===== src/rtl/core/assert_macros.svh =====
// Assertion helpers shared by the RTL files.
`ifndef ASSERT_MACROS_SVH
`define ASSERT_MACROS_SVH

// Property checked on every rising clock edge outside reset.
`define ASSERT_CLK(label, clk, rst_n, prop) \
	label: assert property (@(posedge clk) disable iff (!rst_n) (prop)) \
		else $error("assertion failed");

// Antecedent in one cycle implies consequent in the next cycle.
`define ASSERT_NEXT(label, clk, rst_n, ante, cons) \
	label: assert property (@(posedge clk) disable iff (!rst_n) (ante) |=> (cons)) \
		else $error("assertion failed");

`endif


===== src/rtl/core/u8u16_pkg.sv =====
package u8u16_pkg;

	// Slot kinds in a job handed from the front to the back.
	localparam logic [1:0] KIND_SINGLE = 2'd0;
	localparam logic [1:0] KIND_HI     = 2'd1;
	localparam logic [1:0] KIND_LO     = 2'd2;
	localparam logic [1:0] KIND_TERM   = 2'd3;

	localparam int unsigned SLOTS      = 4;
	localparam int unsigned QDEPTH     = 4;

	localparam logic [15:0] CAP_RESET  = 16'd40;
	localparam logic [15:0] REPL_CHAR  = 16'hFFFD;
	localparam logic [20:0] CP_MAX     = 21'h10FFFF;
	localparam logic [20:0] SURR_LO    = 21'h00D800;
	localparam logic [20:0] SURR_HI    = 21'h00DFFF;
	localparam logic [20:0] SUPP_BASE  = 21'h010000;
	localparam logic [20:0] MIN_2B     = 21'h000080;
	localparam logic [20:0] MIN_3B     = 21'h000800;
	localparam logic [15:0] HI_TAG     = 16'hD800;
	localparam logic [15:0] LO_TAG     = 16'hDC00;

	typedef struct packed {
		logic [2:0]              cnt;
		logic [SLOTS-1:0][1:0]   kinds;
		logic [SLOTS-1:0][15:0]  units;
	} job_t;

	function automatic job_t job_add(job_t j, logic [1:0] kind, logic [15:0] unit);
		job_t r;
		r = j;
		r.kinds[j.cnt[1:0]] = kind;
		r.units[j.cnt[1:0]] = unit;
		r.cnt = j.cnt + 3'd1;
		return r;
	endfunction

endpackage


===== src/rtl/core/u8u16_if.sv =====
interface u8u16_byte_if;
	logic       valid;
	logic       ready;
	logic [7:0] in_byte;
	modport source (output valid, output in_byte, input ready);
	modport sink (input valid, input in_byte, output ready);
endinterface

interface u8u16_unit_if;
	logic        valid;
	logic        ready;
	logic [15:0] code_unit;
	logic        is_last;
	modport source (output valid, output code_unit, output is_last, input ready);
	modport sink (input valid, input code_unit, input is_last, output ready);
endinterface

interface u8u16_cfg_if;
	logic        valid;
	logic        ready;
	logic [15:0] out_capacity;
	modport source (output valid, output out_capacity, input ready);
	modport sink (input valid, input out_capacity, output ready);
endinterface


===== src/rtl/core/utf8_to_utf16_transcoder_core.sv =====
// UTF-8 to UTF-16 transcoder. One UTF-8 byte per transfer on in_ch; a zero
// byte ends the string and always yields a zero unit with is_last set, after
// which all string state starts over. Code units leave on out_ch, a surrogate
// pair for code points above U+FFFF. Malformed, overlong, surrogate-range and
// out-of-range sequences give U+FFFD followed by their continuation bytes as
// raw values; stray continuation bytes and F8-FF pass through raw. Output of
// data units stops once out_capacity (terminator included) would be exceeded.
// Rate: the front takes one byte every cycle while the job queue (4 entries)
// has room. The back emits or drops one queued unit per cycle while out_ch
// does not stall; a byte yields one candidate unit for ASCII, one or two for
// a completed sequence, up to four for an error burst, none for bytes that
// only open or extend a pending sequence. With the queue empty, the first
// unit of a byte passes the job queue and then the output register before
// out_ch offers it. Write out_capacity on cfg_ch only while no string is in
// flight; it resets to 40.
module utf8_to_utf16_transcoder_core
	import u8u16_pkg::*;
(
	input  logic clk,
	input  logic arst_n,
	u8u16_cfg_if.sink    cfg_ch,
	u8u16_byte_if.sink   in_ch,
	u8u16_unit_if.source out_ch
);

	logic [15:0] cap_q;
	logic        q_full, q_valid, push, pop;
	job_t        push_job, head;

	// capacity register, always ready for a write transfer
	assign cfg_ch.ready = 1'b1;

	always_ff @(posedge clk or negedge arst_n) begin
		if (!arst_n) begin
			cap_q <= CAP_RESET;
		end else if (cfg_ch.valid) begin
			cap_q <= cfg_ch.out_capacity;
		end
	end

	// front: sequence tracking and classification into unit jobs
	u8u16_front u_front (
		.clk    (clk),
		.arst_n (arst_n),
		.in_ch  (in_ch),
		.q_full (q_full),
		.push   (push),
		.job    (push_job)
	);

	// decoupling queue of jobs
	u8u16_queue u_queue (
		.clk       (clk),
		.arst_n    (arst_n),
		.push      (push),
		.push_job  (push_job),
		.full      (q_full),
		.not_empty (q_valid),
		.pop       (pop),
		.head      (head)
	);

	// back: capacity gating and output register, one unit per cycle unless out_ch stalls
	u8u16_back u_back (
		.clk     (clk),
		.arst_n  (arst_n),
		.cap     (cap_q),
		.q_valid (q_valid),
		.head    (head),
		.pop     (pop),
		.out_ch  (out_ch)
	);

endmodule


===== src/rtl/core/u8u16_front.sv =====
`include "assert_macros.svh"

module u8u16_front
	import u8u16_pkg::*;
(
	input  logic   clk,
	input  logic   arst_n,
	u8u16_byte_if.sink in_ch,
	input  logic   q_full,
	output logic   push,
	output job_t   job
);

	logic [2:0]       len_q, len_d;
	logic [1:0]       rcv_q, rcv_d;
	logic [20:0]      acc_q, acc_d;
	logic [1:0][7:0]  held_q, held_d;
	logic [20:0]      acc_n, cp_off, cp_min;
	logic [7:0]       b;
	logic             accept, do_idle, bad;
	job_t             j;

	assign in_ch.ready = !q_full;
	assign accept      = in_ch.valid && !q_full;
	assign b           = in_ch.in_byte;
	assign acc_n       = {acc_q[14:0], b[5:0]};
	assign cp_off      = acc_n - SUPP_BASE;

	always_comb begin
		case (len_q)
			3'd2:    cp_min = MIN_2B;
			3'd3:    cp_min = MIN_3B;
			default: cp_min = SUPP_BASE;
		endcase
	end

	assign bad = (acc_n < cp_min) || (acc_n > CP_MAX) || (acc_n >= SURR_LO && acc_n <= SURR_HI);

	always_comb begin
		j       = '0;
		len_d   = len_q;
		rcv_d   = rcv_q;
		acc_d   = acc_q;
		held_d  = held_q;
		do_idle = 1'b0;
		if (len_q == 3'd0) begin
			do_idle = 1'b1;
		end else if (b[7:6] != 2'b10) begin
			// broken sequence: FFFD, held bytes raw, then this byte afresh
			j = job_add(j, KIND_SINGLE, REPL_CHAR);
			if (rcv_q >= 2'd1) j = job_add(j, KIND_SINGLE, {8'h00, held_q[0]});
			if (rcv_q >= 2'd2) j = job_add(j, KIND_SINGLE, {8'h00, held_q[1]});
			len_d   = 3'd0;
			rcv_d   = 2'd0;
			acc_d   = '0;
			held_d  = '0;
			do_idle = 1'b1;
		end else if ({1'b0, rcv_q} + 3'd2 >= len_q) begin
			if (bad) begin
				j = job_add(j, KIND_SINGLE, REPL_CHAR);
				if (rcv_q >= 2'd1) j = job_add(j, KIND_SINGLE, {8'h00, held_q[0]});
				if (rcv_q >= 2'd2) j = job_add(j, KIND_SINGLE, {8'h00, held_q[1]});
				j = job_add(j, KIND_SINGLE, {8'h00, b});
			end else if (acc_n < SUPP_BASE) begin
				j = job_add(j, KIND_SINGLE, acc_n[15:0]);
			end else begin
				j = job_add(j, KIND_HI, HI_TAG | {6'd0, cp_off[19:10]});
				j = job_add(j, KIND_LO, LO_TAG | {6'd0, cp_off[9:0]});
			end
			len_d  = 3'd0;
			rcv_d  = 2'd0;
			acc_d  = '0;
			held_d = '0;
		end else begin
			held_d[rcv_q[0]] = b;
			rcv_d = rcv_q + 2'd1;
			acc_d = acc_n;
		end

		if (do_idle) begin
			case (b) inside
				8'h00:          j = job_add(j, KIND_TERM, 16'h0000);
				[8'hC0:8'hDF]: begin
					len_d = 3'd2;
					acc_d = {16'd0, b[4:0]};
				end
				[8'hE0:8'hEF]: begin
					len_d = 3'd3;
					acc_d = {17'd0, b[3:0]};
				end
				[8'hF0:8'hF7]: begin
					len_d = 3'd4;
					acc_d = {18'd0, b[2:0]};
				end
				default:        j = job_add(j, KIND_SINGLE, {8'h00, b});
			endcase
		end
	end

	assign job  = j;
	assign push = accept && (j.cnt != 3'd0);

	always_ff @(posedge clk or negedge arst_n) begin
		if (!arst_n) begin
			len_q  <= 3'd0;
			rcv_q  <= 2'd0;
			acc_q  <= '0;
			held_q <= '0;
		end else if (accept) begin
			len_q  <= len_d;
			rcv_q  <= rcv_d;
			acc_q  <= acc_d;
			held_q <= held_d;
		end
	end

	`ASSERT_CLK(a_len_legal, clk, arst_n,
		len_q == 3'd0 || len_q == 3'd2 || len_q == 3'd3 || len_q == 3'd4)
	`ASSERT_CLK(a_rcv_bound, clk, arst_n,
		(len_q == 3'd0 && rcv_q == 2'd0) || ({1'b0, rcv_q} + 3'd2 <= len_q))

endmodule


===== src/rtl/core/u8u16_queue.sv =====
`include "assert_macros.svh"

module u8u16_queue
	import u8u16_pkg::*;
(
	input  logic clk,
	input  logic arst_n,
	input  logic push,
	input  job_t push_job,
	output logic full,
	output logic not_empty,
	input  logic pop,
	output job_t head
);

	localparam int unsigned PW = $clog2(QDEPTH);

	job_t            mem_q [QDEPTH];
	logic [PW-1:0]   wr_q, rd_q;
	logic [PW:0]     cnt_q;

	assign full      = (cnt_q == (PW+1)'(QDEPTH));
	assign not_empty = (cnt_q != '0);
	assign head      = mem_q[rd_q];

	always_ff @(posedge clk) begin
		if (push) mem_q[wr_q] <= push_job;
	end

	always_ff @(posedge clk or negedge arst_n) begin
		if (!arst_n) begin
			wr_q  <= '0;
			rd_q  <= '0;
			cnt_q <= '0;
		end else begin
			if (push) wr_q <= wr_q + PW'(1);
			if (pop)  rd_q <= rd_q + PW'(1);
			cnt_q <= cnt_q + (PW+1)'(push) - (PW+1)'(pop);
		end
	end

	`ASSERT_CLK(a_cnt_bound, clk, arst_n, cnt_q <= (PW+1)'(QDEPTH))
	`ASSERT_CLK(a_no_underflow, clk, arst_n, !(pop && cnt_q == '0))

endmodule


===== src/rtl/core/u8u16_back.sv =====
`include "assert_macros.svh"

module u8u16_back
	import u8u16_pkg::*;
(
	input  logic        clk,
	input  logic        arst_n,
	input  logic [15:0] cap,
	input  logic        q_valid,
	input  job_t        head,
	output logic        pop,
	u8u16_unit_if.source out_ch
);

	logic [1:0]  idx_q;
	logic [15:0] uw_q, uw_d;
	logic        full_q, full_d;
	logic        out_valid_q, is_last_q;
	logic [15:0] unit_q;
	logic        out_free, step, emit, last_slot;
	logic [1:0]  kind;
	logic [15:0] unit;
	logic [16:0] need1, need2;

	assign out_free  = !out_valid_q || out_ch.ready;
	assign step      = q_valid && out_free;
	assign kind      = head.kinds[idx_q];
	assign unit      = head.units[idx_q];
	assign last_slot = ({1'b0, idx_q} + 3'd1) == head.cnt;
	assign pop       = step && last_slot;
	assign need1     = {1'b0, uw_q} + 17'd1;
	assign need2     = {1'b0, uw_q} + 17'd2;

	// Capacity gate: a unit needs room for itself plus the terminator;
	// a surrogate pair is judged as a whole on its high half.
	always_comb begin
		emit   = 1'b0;
		uw_d   = uw_q;
		full_d = full_q;
		case (kind)
			KIND_TERM: begin
				emit   = 1'b1;
				uw_d   = '0;
				full_d = 1'b0;
			end
			KIND_SINGLE: begin
				if (!full_q) begin
					if (need1 >= {1'b0, cap}) begin
						full_d = 1'b1;
					end else begin
						emit = 1'b1;
						uw_d = need1[15:0];
					end
				end
			end
			KIND_HI: begin
				if (!full_q) begin
					if (need2 >= {1'b0, cap}) begin
						full_d = 1'b1;
					end else begin
						emit = 1'b1;
						uw_d = need1[15:0];
					end
				end
			end
			KIND_LO: begin
				if (!full_q) begin
					emit = 1'b1;
					uw_d = need1[15:0];
				end
			end
			default: emit = 1'b0;
		endcase
	end

	always_ff @(posedge clk or negedge arst_n) begin
		if (!arst_n) begin
			idx_q       <= 2'd0;
			uw_q        <= '0;
			full_q      <= 1'b0;
			out_valid_q <= 1'b0;
		end else begin
			if (step) begin
				idx_q  <= last_slot ? 2'd0 : idx_q + 2'd1;
				uw_q   <= uw_d;
				full_q <= full_d;
			end
			if (out_free) out_valid_q <= step && emit;
		end
	end

	always_ff @(posedge clk) begin
		if (step && emit) begin
			unit_q    <= unit;
			is_last_q <= (kind == KIND_TERM);
		end
	end

	assign out_ch.valid     = out_valid_q;
	assign out_ch.code_unit = unit_q;
	assign out_ch.is_last   = is_last_q;

	`ASSERT_CLK(a_slot_in_job, clk, arst_n, !q_valid || ({1'b0, idx_q} < head.cnt))
	`ASSERT_NEXT(a_term_clears, clk, arst_n, step && kind == KIND_TERM,
		uw_q == 16'd0 && !full_q && out_valid_q && is_last_q)

endmodule


===== src/flat_wrapper.sv =====
// flat-port wrapper written by rule: the top's interface ports become plain ports
module utf8_to_utf16_transcoder_core_flat import u8u16_pkg::*;
  (clk, arst_n, cfg_ch_valid, cfg_ch_out_capacity, cfg_ch_ready, in_ch_valid, in_ch_in_byte, in_ch_ready, out_ch_valid, out_ch_code_unit, out_ch_is_last, out_ch_ready);
  u8u16_cfg_if cfg_ch_i ();
  u8u16_byte_if in_ch_i ();
  u8u16_unit_if out_ch_i ();
  input  logic clk;
  input  logic arst_n;
  input wire logic [$bits(cfg_ch_i.valid)-1:0] cfg_ch_valid;
  input wire logic [$bits(cfg_ch_i.out_capacity)-1:0] cfg_ch_out_capacity;
  output wire logic [$bits(cfg_ch_i.ready)-1:0] cfg_ch_ready;
  input wire logic [$bits(in_ch_i.valid)-1:0] in_ch_valid;
  input wire logic [$bits(in_ch_i.in_byte)-1:0] in_ch_in_byte;
  output wire logic [$bits(in_ch_i.ready)-1:0] in_ch_ready;
  output wire logic [$bits(out_ch_i.valid)-1:0] out_ch_valid;
  output wire logic [$bits(out_ch_i.code_unit)-1:0] out_ch_code_unit;
  output wire logic [$bits(out_ch_i.is_last)-1:0] out_ch_is_last;
  input wire logic [$bits(out_ch_i.ready)-1:0] out_ch_ready;
  assign cfg_ch_i.valid = cfg_ch_valid;
  assign cfg_ch_i.out_capacity = cfg_ch_out_capacity;
  assign cfg_ch_ready = cfg_ch_i.ready;
  assign in_ch_i.valid = in_ch_valid;
  assign in_ch_i.in_byte = in_ch_in_byte;
  assign in_ch_ready = in_ch_i.ready;
  assign out_ch_valid = out_ch_i.valid;
  assign out_ch_code_unit = out_ch_i.code_unit;
  assign out_ch_is_last = out_ch_i.is_last;
  assign out_ch_i.ready = out_ch_ready;
  utf8_to_utf16_transcoder_core u_core (.clk(clk), .arst_n(arst_n), .cfg_ch(cfg_ch_i), .in_ch(in_ch_i), .out_ch(out_ch_i));
endmodule

===== config.mk =====
export PLATFORM = sky130hd
export DESIGN_NAME = utf8_to_utf16_transcoder_core_flat
export DESIGN_NICKNAME = d
export VERILOG_FILES = /design/src/rtl/core/u8u16_pkg.sv /design/src/rtl/core/u8u16_if.sv /design/src/rtl/core/utf8_to_utf16_transcoder_core.sv /design/src/rtl/core/u8u16_front.sv /design/src/rtl/core/u8u16_queue.sv /design/src/rtl/core/u8u16_back.sv /design/src/flat_wrapper.sv
export VERILOG_INCLUDE_DIRS = /design/src /design/src/rtl/core
export SDC_FILE = /design/constraint.sdc
export NUM_CORES = 1
export LEC_CHECK = 0
export ABC_AREA = 1
export ABC_CLOCK_PERIOD_IN_PS = 12200
export BUFFER_PORTS_ARGS = -buffer_cell sky130_fd_sc_hd__buf_2
export CORE_MARGIN = 4
export CORE_UTILIZATION = 40
export CTS_BUF_LIST = sky130_fd_sc_hd__clkbuf_16
export CTS_CLUSTER_SIZE = 14
export DETAILED_ROUTE_END_ITERATION = 10
export GPL_ROUTABILITY_DRIVEN = 0
export PLACE_DENSITY = 0.51
export SLEW_MARGIN = 20
export SYNTH_ARGS = -nofsm -noshare
export SYNTH_HDL_FRONTEND = slang
export SYNTH_HIERARCHICAL = 1
export SYNTH_SLANG_ARGS = --single-unit

===== constraint.sdc =====
create_clock -name clk -period 12.2 [get_ports clk]
set_input_delay 2.44 -clock clk [delete_from_list [all_inputs] [get_ports clk]]
set_output_delay 2.44 -clock clk [all_outputs]
set_load 0.02 [all_outputs]

==> results of run 1 <==
-- cells in the final DEF, fill, tap and decap left out, types with 7 or more instances in the layout --
master,count
inv_2,14
dfrtp_1,75
xor2_1,21
nand3_1,226
ha_1,54
a21oi_1,67
clkinv_2,11
buf_4,17
clkinv_1,8
nand2_2,13
nor2_1,143
conb_1,18
edfxtp_1,317
nand2_1,630
o21ai_0,77
clkbuf_16,45
o22ai_1,41
o21ai_1,14
inv_1,477
o211ai_1,18
nand4_1,7
nor2_2,12
nor3_1,24
buf_2,46
-- routing by layer --
metal / GRT usage / wire [um] / vias to the layer above
li1: - / - / 7741
met1: 0.274 / 25100 / 7451
met2: 0.317 / 25600 / 483
met3: 0.0403 / 3870 / 95
met4: 0.0513 / 1250 / 4
met5: 0 / 27 / -
-- report_power, final --
group / internal, mW / switching [mW] / total, mW
registers: 1.91 / 0.140 / 2.05
clock network: 0.804 / 0.556 / 1.36
logic: 0.583 / 1.64 / 2.23
total: 3.30 / 2.34 / 5.64
-- stage by stage --
| step | utilization | area (um^2) |
|---|---|---|
| after detailed placement | 0.418 | 21700 |
| after CTS | 0.447 | 23200 |
| final | 0.447 | 23200 |
| after global placement | 0.418 | 21700 |
| after global routing | 0.447 | 23200 |
| after floorplan | - | 21200 |
-- path summary, 6_finish.rpt --
| check | depth (start not counted) | slack [ns] | startpoint | endpoint |
|---|---|---|---|---|
| max reg2reg | 24 | 7.17 | u_core/u_front/len_q[2] | u_core/u_queue/mem_q[3][14] |
| min | 2 | 0.47 | u_core/cap_q[3] | u_core/cap_q[3] |
| min reg2reg | 2 | 0.47 | u_core/cap_q[3] | u_core/cap_q[3] |
| max | 20 | 5.51 | in_ch_in_byte[7] | u_core/u_queue/mem_q[3][14] |
| min in group asynchronous | 1 | 1.77 | arst_n | u_core/u_back/uw_q[3] |
| max in group asynchronous | 2 | 9.36 | arst_n | u_core/u_front/acc_q[9] |
-- area by class of cell --
class	instances	share of cell area
diodes	1	0.000108
clock buffers	45	0.0486
flip-flops and latches	396	0.496
inverters	486	0.0793
well taps	680	0.0367
repair buffers	64	0.0159
clock inverters	39	0.0161
multi-input cells	1434	0.307
-- worst max-delay path, stage by stage --
cell,delay (ns)
buf_2,0.20
inv_1,0.12
nor2_2,0.09
buf_4,0.37
inv_1,0.16
nor2_2,0.50
nand2_1,0.11
inv_1,0.14
nand3_1,0.11
nand2_1,0.12
ha_1,0.18
nand3_1,0.11
nand2_1,0.22
inv_1,0.06
nand3_1,0.08
nor2_1,0.04
nor2_1,0.40
nand2_1,0.13
clkinv_2,0.57
buf_4,0.66
-- state kept, by name, indices dropped and copies added (netlist names), 3 cells and up --
signal,cells
u_core/u_queue/mem_q,300
u_core/cap_q,16
u_core/u_back/out_ch.code_unit,16
u_core/u_back/uw_q,16
u_core/u_front/held_q,16
u_core/u_front/acc_q,15
u_core/u_front/len_q,3
u_core/u_queue/cnt_q,3
-- kinds of logic (layout without fill, tap and decap cells) --
group / after synthesis / count (layout) / share of synthesized area
AO/OA/AOI/OAI: 254 / 254 / 0.0712
XOR/XNOR: 26 / 26 / 0.0108
adder cells (fa/ha/maj): 55 / 55 / 0.0329
buffers and inverters: 602 / 634 / 0.122
flip-flops: 396 / 396 / 0.544
other: 2 / 19 / 0.000355
AND/OR/NAND/NOR: 1081 / 1081 / 0.219
-- cell usage after synthesis (21+ instances only) --
cell type	count
o22ai_1	41
buf_2	30
ha_1	54
nand2_1	630
nor2_1	143
a21oi_1	67
xor2_1	21
nor3_1	25
nand3_1	226
o21ai_0	77
buf_4	36
dfrtp_1	77
clkbuf_1	30
inv_1	469
edfxtp_1	317
==> key figures, run 1 <==
Routing
  – DR vias/cell: around 5.0
  – DRT Wirelength: 55.9 mm
  – Post-DRT Antenna Nets: 0
  – Avg WL per Cell: approximately 18 um
  – Iter 0 DRT Violations: around 1400
  – DRC viols: 0
  – Vias: 15774
  – Drt pass-1 iters: 6

CTS
  – Clk sinks: 396
  – Post-CTS Repair Setup Buffers: 0
  – Post-cts sizing count: 0
  – CTS tree: yes
  – CTS Root Buffer Type: clkbuf_16
  – CTS clk-pin slew, worst paths: 0.06 ns
  – Bufs on Longest Clock Path: 3
  – CTS buffer count: 45
  – Clock Latency Late Sink: 0.59 ns
  – Cts hold-fix bufs: 0
  – H-tree depth: 2

Setup path
  – CP Launch Type: input pin
  – Worst path required time: ~12 ns
  – Crit end category: flip-flop
  – Max Fanout on Critical Path: 39
  – Worst path arrival time: 6.91 ns
  – Critical path type: in -> reg

Worst hold path
  – Hold WC Path Type: reg -> reg

Final layout
  – Area growth from synthesis to layout: 9.68%
  – # fillers: 4987
  – Area used by multi-input combinational logic: just over 7000 um^2
  – Reg area: 11500 um^2
  – Final Instance Count excl. Fillers: between 3000 and 4000
  – Post-layout nets: 2511
  – Layout cells sized above 1: 0.0828

Timing
  – Skew final: around 0.027 ns
  – Worst hold slack: about 0.47 ns
  – Final Critical Period: ~6.7 ns
  – Final worst-path setup slack: between 5 and 6 ns
  – Unrepaired setup endpoints after global routing: false
  – Maximum clock frequency: around 0.15 GHz
  – Slew headroom: 0.288
  – Hold Violations, Final: 0
  – Finish-stage setup viols: 0
  – Tcrit/Tclk final: 0.548
  – Worst-margin pin slew: 1.06 ns
  – Setup_tns: 0 ns
  – Final Max Slew Viols: 0

Die
  – Starting Density: 0.408
  – Die height: 238 um
  – Die W: between 200 and 250 um
  – CORE AREA: between 50000 and 60000 um^2
  – DIE AREA: 56600 um^2
  – IO Pins: between 40 and 50
  – FP Rows: 83

GRT
  – GRT Overall Usage: 0.197
  – Vias in the first global route: around 15000
  – Initial antenna violation count: 3
  – First-pass GRT wire length: ~88 mm
  – Grt ovf: 0
  – Largest net degree at the start of global routing: 101

Place
  – Dpl ws: between 4 and 5 ns
  – PortBufs: 47
  – Cells after DPL: approximately 3100
  – DP HPWL: ~36 mm

Synthesis
  – Area leader, netlist: edfxtp_1
  – Asr flop ratio synth: 0.199
  – Yosys cell types: slightly below 60
  – Post-synthesis cell area: 21100 um^2
  – Synthesized instance count: about 2400
  – Syn_area_per_cell: between 8 and 9 um^2
  – Flops & latches, synth: between 300 and 400
  – Register area share after synthesis: 0.544
  – Synth Flop Type: edfxtp_1
  – Synth area leaders: edfxtp_1 45%, nand2_1 11%, dfrtp_1 9.1%
  – Syn. warnings: 6
  – Share of the synthesized area in the top cell type: 0.450
  – EDFF count, synth: 317

Power
  – P_leak: 10.8 nW
  – Pwr Total: 5.64 mW
  – Worst-case vdd ir drop: between 0.0001 and 0.00015 V
  – Power Dens Cells: around 240 nW/um^2

Outcome
  – Status: completed

Job
  – Max Cap Viol: 0
Note: power is estimated with default switching activity, not from simulation.
==> run 2: changes to the inputs <==
Settings changed: ABC_AREA 1 to 0, ABC_CLOCK_PERIOD_IN_PS 12200 to 6650.
Clock period 12.2 ns to 6.65 ns, I/O delays scaled along.
==> run 2 against run 1 <==
Sequential power grew 80%; clock power increased by 75%; register-to-register slack worse by 5.6 ns; global-route usage down 2.5 points; via count is 33% lower.
==> key figures, run 2 <==
Setup path
  – CP Launch Type: input pin (unchanged)
  – CP Buf/Inv Count: 2 (was 8)
  – FF-to-FF Start: u_core/u_front/len_q[1] (was u_core/u_front/len_q[2])
  – Delay-heaviest family, CP: compound AO/OA/AOI/OAI gates (was buffers and inverters)
  – Critical path's largest stage delay: 0.63 ns (was 0.66 ns)
  – Slowest CP cell: nor4_1 (was buf_4)
  – Terminus of the critical flop-to-flop path: u_core/u_queue/cnt_q[2] (was u_core/u_queue/mem_q[3][14])
  – Max Fanout on Critical Path: 14 (was 39)
  – Critical-path cell list: buf_2, nand3_1, nor4_1, mux2i_1, o21a_2, and2_1, a2111oi_2, o21ai_1, ha_1, nand3b_1, a2111oi_0, a311oi_1, buf_4, ha_1, fa_1, xnor2_1, xnor2_1 (was buf_2, inv_1, nor2_2, buf_4, inv_1, nor2_2, nand2_1, inv_1, nand3_1, nand2_1, ha_1, nand3_1, nand2_1, inv_1, nand3_1, nor2_1, nor2_1, nand2_1, clkinv_2, buf_4)
  – Reg2reg setup slack: 1.55 ns (was 7.17 ns)
  – Critical path type: in -> reg (unchanged)
  – Worst path arrival time: 5.90 ns (was 6.91 ns)
  – Crit end category: flip-flop (unchanged)
  – Worst path required time: 7.13 ns (was 12.42 ns)
  – Worst r2r path cells: 19 (was 24)

Timing
  – Hold Violations, Final: 0 (unchanged)
  – Maximum clock frequency: 0.185 GHz
  – Slew headroom: 0.348 (was 0.288)
  – Final Max Slew Viols: 0 (unchanged)
  – Tcrit/Tclk final: 0.814
  – Skew final: 0.0201 ns (was 0.0272 ns)
  – Worst-margin pin slew: 0.966 ns (was 1.06 ns)
  – Final Critical Period: 5.42 ns
  – Finish-stage setup viols: 0 (unchanged)
  – Unrepaired setup endpoints after global routing: false (unchanged)
  – Setup_tns: 0 ns (unchanged)

Synthesis
  – Yosys cell types: 76 (was 59)
  – Synth area leaders: edfxtp_1 52%, mux4_2 11%, dfrtp_1 10% (was edfxtp_1 45%, nand2_1 11%, dfrtp_1 9.1%)
  – Share of the synthesized area in the top cell type: 0.516 (was 0.450)
  – Area share of and/or/nand/nor cells after synthesis: 0.0729 (was 0.219)
  – Synth Flop Type: edfxtp_1 (unchanged)
  – Flops & latches, synth: 396 (unchanged)
  – EDFF count, synth: 317 (unchanged)
  – Post-Synth Adder-Cell Area: 0.0377 (was 0.0329)
  – Asr flop ratio synth: 0.199 (unchanged)
  – Synth Area in XOR/XNOR: 0.0176 (was 0.0108)
  – Post-synthesis mux area share: 0.126 (was 0)
  – Syn. warnings: 6 (unchanged)
  – Synthesized instance count: 1211 (was 2416)
  – Most instantiated cells after synthesis: 317 x edfxtp_1, 93 x mux4_2, 87 x nand2_1 (was 630 x nand2_1, 469 x inv_1, 317 x edfxtp_1)
  – Register area share after synthesis: 0.624 (was 0.544)
  – Top-count cell post-synth: edfxtp_1 (was nand2_1)
  – Syn_area_per_cell: 15.2 um^2 (was 8.75 um^2)
  – Largest family of logic cells by synthesized area: multiplexers (was simple AND/OR/NAND/NOR gates)
  – Post-synthesis cell area: 18400 um^2 (was 21100 um^2)
  – Area leader, netlist: edfxtp_1 (unchanged)
  – Compound-Gate Fraction of Synth Area: 0.0826 (was 0.0712)

CTS
  – Clk sinks: 396 (unchanged)
  – Cts hold-fix bufs: 0 (unchanged)
  – Post-cts sizing count: 0 (unchanged)
  – CTS buffer count: 45 (unchanged)
  – CTS Root Buffer Type: clkbuf_16 (unchanged)
  – Post-CTS Repair Setup Buffers: 0 (unchanged)
  – H-tree depth: 2 (unchanged)
  – Clock Latency Late Sink: 0.57 ns (was 0.59 ns)
  – CTS tree: yes (unchanged)
  – CTS clk-pin slew, worst paths: 0.06 ns (about the same)
  – Bufs on Longest Clock Path: 3 (unchanged)

Job
  – Max Cap Viol: 0 (unchanged)

GRT
  – Grt ovf: 0 (unchanged)
  – GRT Overall Usage: 0.172 (was 0.197)
  – Largest net degree at the start of global routing: 76 (was 101)
  – First-pass GRT wire length: 66.3 mm (was 87.7 mm)
  – Vias in the first global route: 10918 (was 15333)
  – Initial antenna violation count: 0 (was 3)

Die
  – FP Rows: 78 (was 83)
  – DIE AREA: 49600 um^2 (was 56600 um^2)
  – Die W: 223 um (was 238 um)
  – Starting Density: 0.405 (was 0.408)
  – CORE AREA: 45500 um^2 (was 51800 um^2)
  – IO Pins: 49 (unchanged)
  – Die height: 223 um (was 238 um)

Routing
  – DRT Wirelength: 42.4 mm (was 55.9 mm)
  – DR vias/cell: 5.61 (was 5.02)
  – Iter 0 DRT Violations: 980 (was 1404)
  – Post-DRT Antenna Nets: 0 (unchanged)
  – DRC viols: 0 (unchanged)
  – Avg WL per Cell: 22.4 um (was 17.8 um)
  – Drt pass-1 iters: 7 (was 6)
  – Vias: 10611 (was 15774)

Final layout
  – Most frequent cells in the layout: 317 x edfxtp_1, 93 x mux4_2, 87 x nand2_1, 74 x dfrtp_1, 54 x ha_1 (was 630 x nand2_1, 477 x inv_1, 317 x edfxtp_1, 226 x nand3_1, 143 x nor2_1)
  – Leading cell type in the layout, fill and taps excluded: edfxtp_1 (was nand2_1)
  – Layout cells sized above 1: 0.203 (was 0.0828)
  – Register with the most flip-flops: u_core/u_queue/mem_q (unchanged)
  – Max reg flops: 300 (unchanged)
  – Area growth from synthesis to layout: 11.7% (was 9.68%)
  – Antenna cells: 0 (was 1)
  – Post-layout nets: 1340 (was 2511)
  – # fillers: 4097 (was 4987)

Place
  – DP HPWL: 27.6 mm (was 36.2 mm)
  – PortBufs: 47 (unchanged)

Worst hold path
  – Hold_sp: u_core/cap_q[9] (was u_core/cap_q[3])
  – Hold Path Depth: 1 (was 2)
  – Hold WC Path Type: reg -> reg (unchanged)
  – Worst hold endpoint: u_core/cap_q[9] (was u_core/cap_q[3])

Power
  – P_leak: 7.60 nW (was 10.8 nW)
  – Pwr Total: 8.77 mW (was 5.64 mW)
  – Worst-case vdd ir drop: 0.000228 V (was 0.000105 V)
  – Power Dens Cells: 426 nW/um^2 (was 243 nW/um^2)

Outcome
  – Status: completed (unchanged)
## run 2: changes by cell type after synthesis, moves of 21 or more
cell	before	now
a21oi_1	67	35
nand2_1	630	87
mux4_2	0	93
nor2_1	143	44
inv_1	469	42
a22o_1	0	38
o21ai_0	77	45
nand3_1	226	23
o22ai_1	41	2
xnor2_1	5	26
## run 2: layout make-up
cell class / count / area [um^2] / share of cell area
clock buffers: 46 / 1150 / 0.0559
inverters: 42 / 158 / 0.00765
well taps: 600 / 751 / 0.0364
repair buffers: 68 / 470 / 0.0228
flip-flops and latches: 396 / 11500 / 0.559
clock inverters: 35 / 268 / 0.0130
multi-input cells: 703 / 6300 / 0.306
## run 2: worst max-delay path by stage
stage               slack [ns]  cells past startpoint             start                           to
CTS                       1.34                     15  in_ch_in_byte[5]  u_core/u_queue/mem_q[3][64]
finish                    1.23                     17  in_ch_in_byte[5]      u_core/u_queue/cnt_q[2]
floorplan                 0.06                     14  in_ch_in_byte[0]   u_core/u_queue/mem_q[1][0]
global placement          0.78                     15  in_ch_in_byte[5]  u_core/u_queue/mem_q[3][45]
detailed placement        0.76                     15  in_ch_in_byte[5]  u_core/u_queue/mem_q[3][43]
global route              1.01                     17  in_ch_in_byte[5]      u_core/u_queue/cnt_q[2]
## run 2: through the flow
stage               setup WS (ns)  instance area, um^2  hold slack (ns)  cells   util
floorplan                  0.0646                18500            0.466   1227      -
global placement            0.777                19200            0.496   1809  0.422
detailed placement          0.762                19200            0.489   1809  0.422
CTS                          1.34                20600            0.505   1890  0.453
global route                 1.01                20600            0.517   1890  0.453
finish                       1.23                20600            0.506   1890  0.453
## run 2: kinds of logic after synthesis
logic type,after synthesis
flops,396
simple gates,268
compound gates,214
buf+inv,128
mux,111
fa+ha+maj,55
xor+xnor,37
other cells,2
## run 2: worst reg2reg max path: stages (launching register included)
cell and delay (ns):
dfrtp_1 0.43, nor2b_1 0.32, nand2_1 0.10, ha_1 0.28
nand2_1 0.06, a31oi_1 0.04, or4b_1 0.58, o21a_2 0.19
and2_1 0.20, a2111oi_2 0.41, o21ai_1 0.20, ha_1 0.37
nand3b_1 0.17, a2111oi_0 0.40, a311oi_1 0.15, buf_4 0.22
ha_1 0.22, fa_1 0.38, xnor2_1 0.19, xnor2_1 0.13
## run 2: report_power, final
group	total, mW	internal, mW	switching (mW)
clock network	2.38	1.41	0.975
registers	3.69	3.35	0.341
logic	2.70	1.15	1.55
## run 2: layer usage
metal	track usage	routed length, um	vias up
li1	-	-	4818
met1	0.242	19100	5396
met2	0.271	19700	302
met3	0.0275	1940	95
met4	0.0670	1610	0
met5	0	0	-
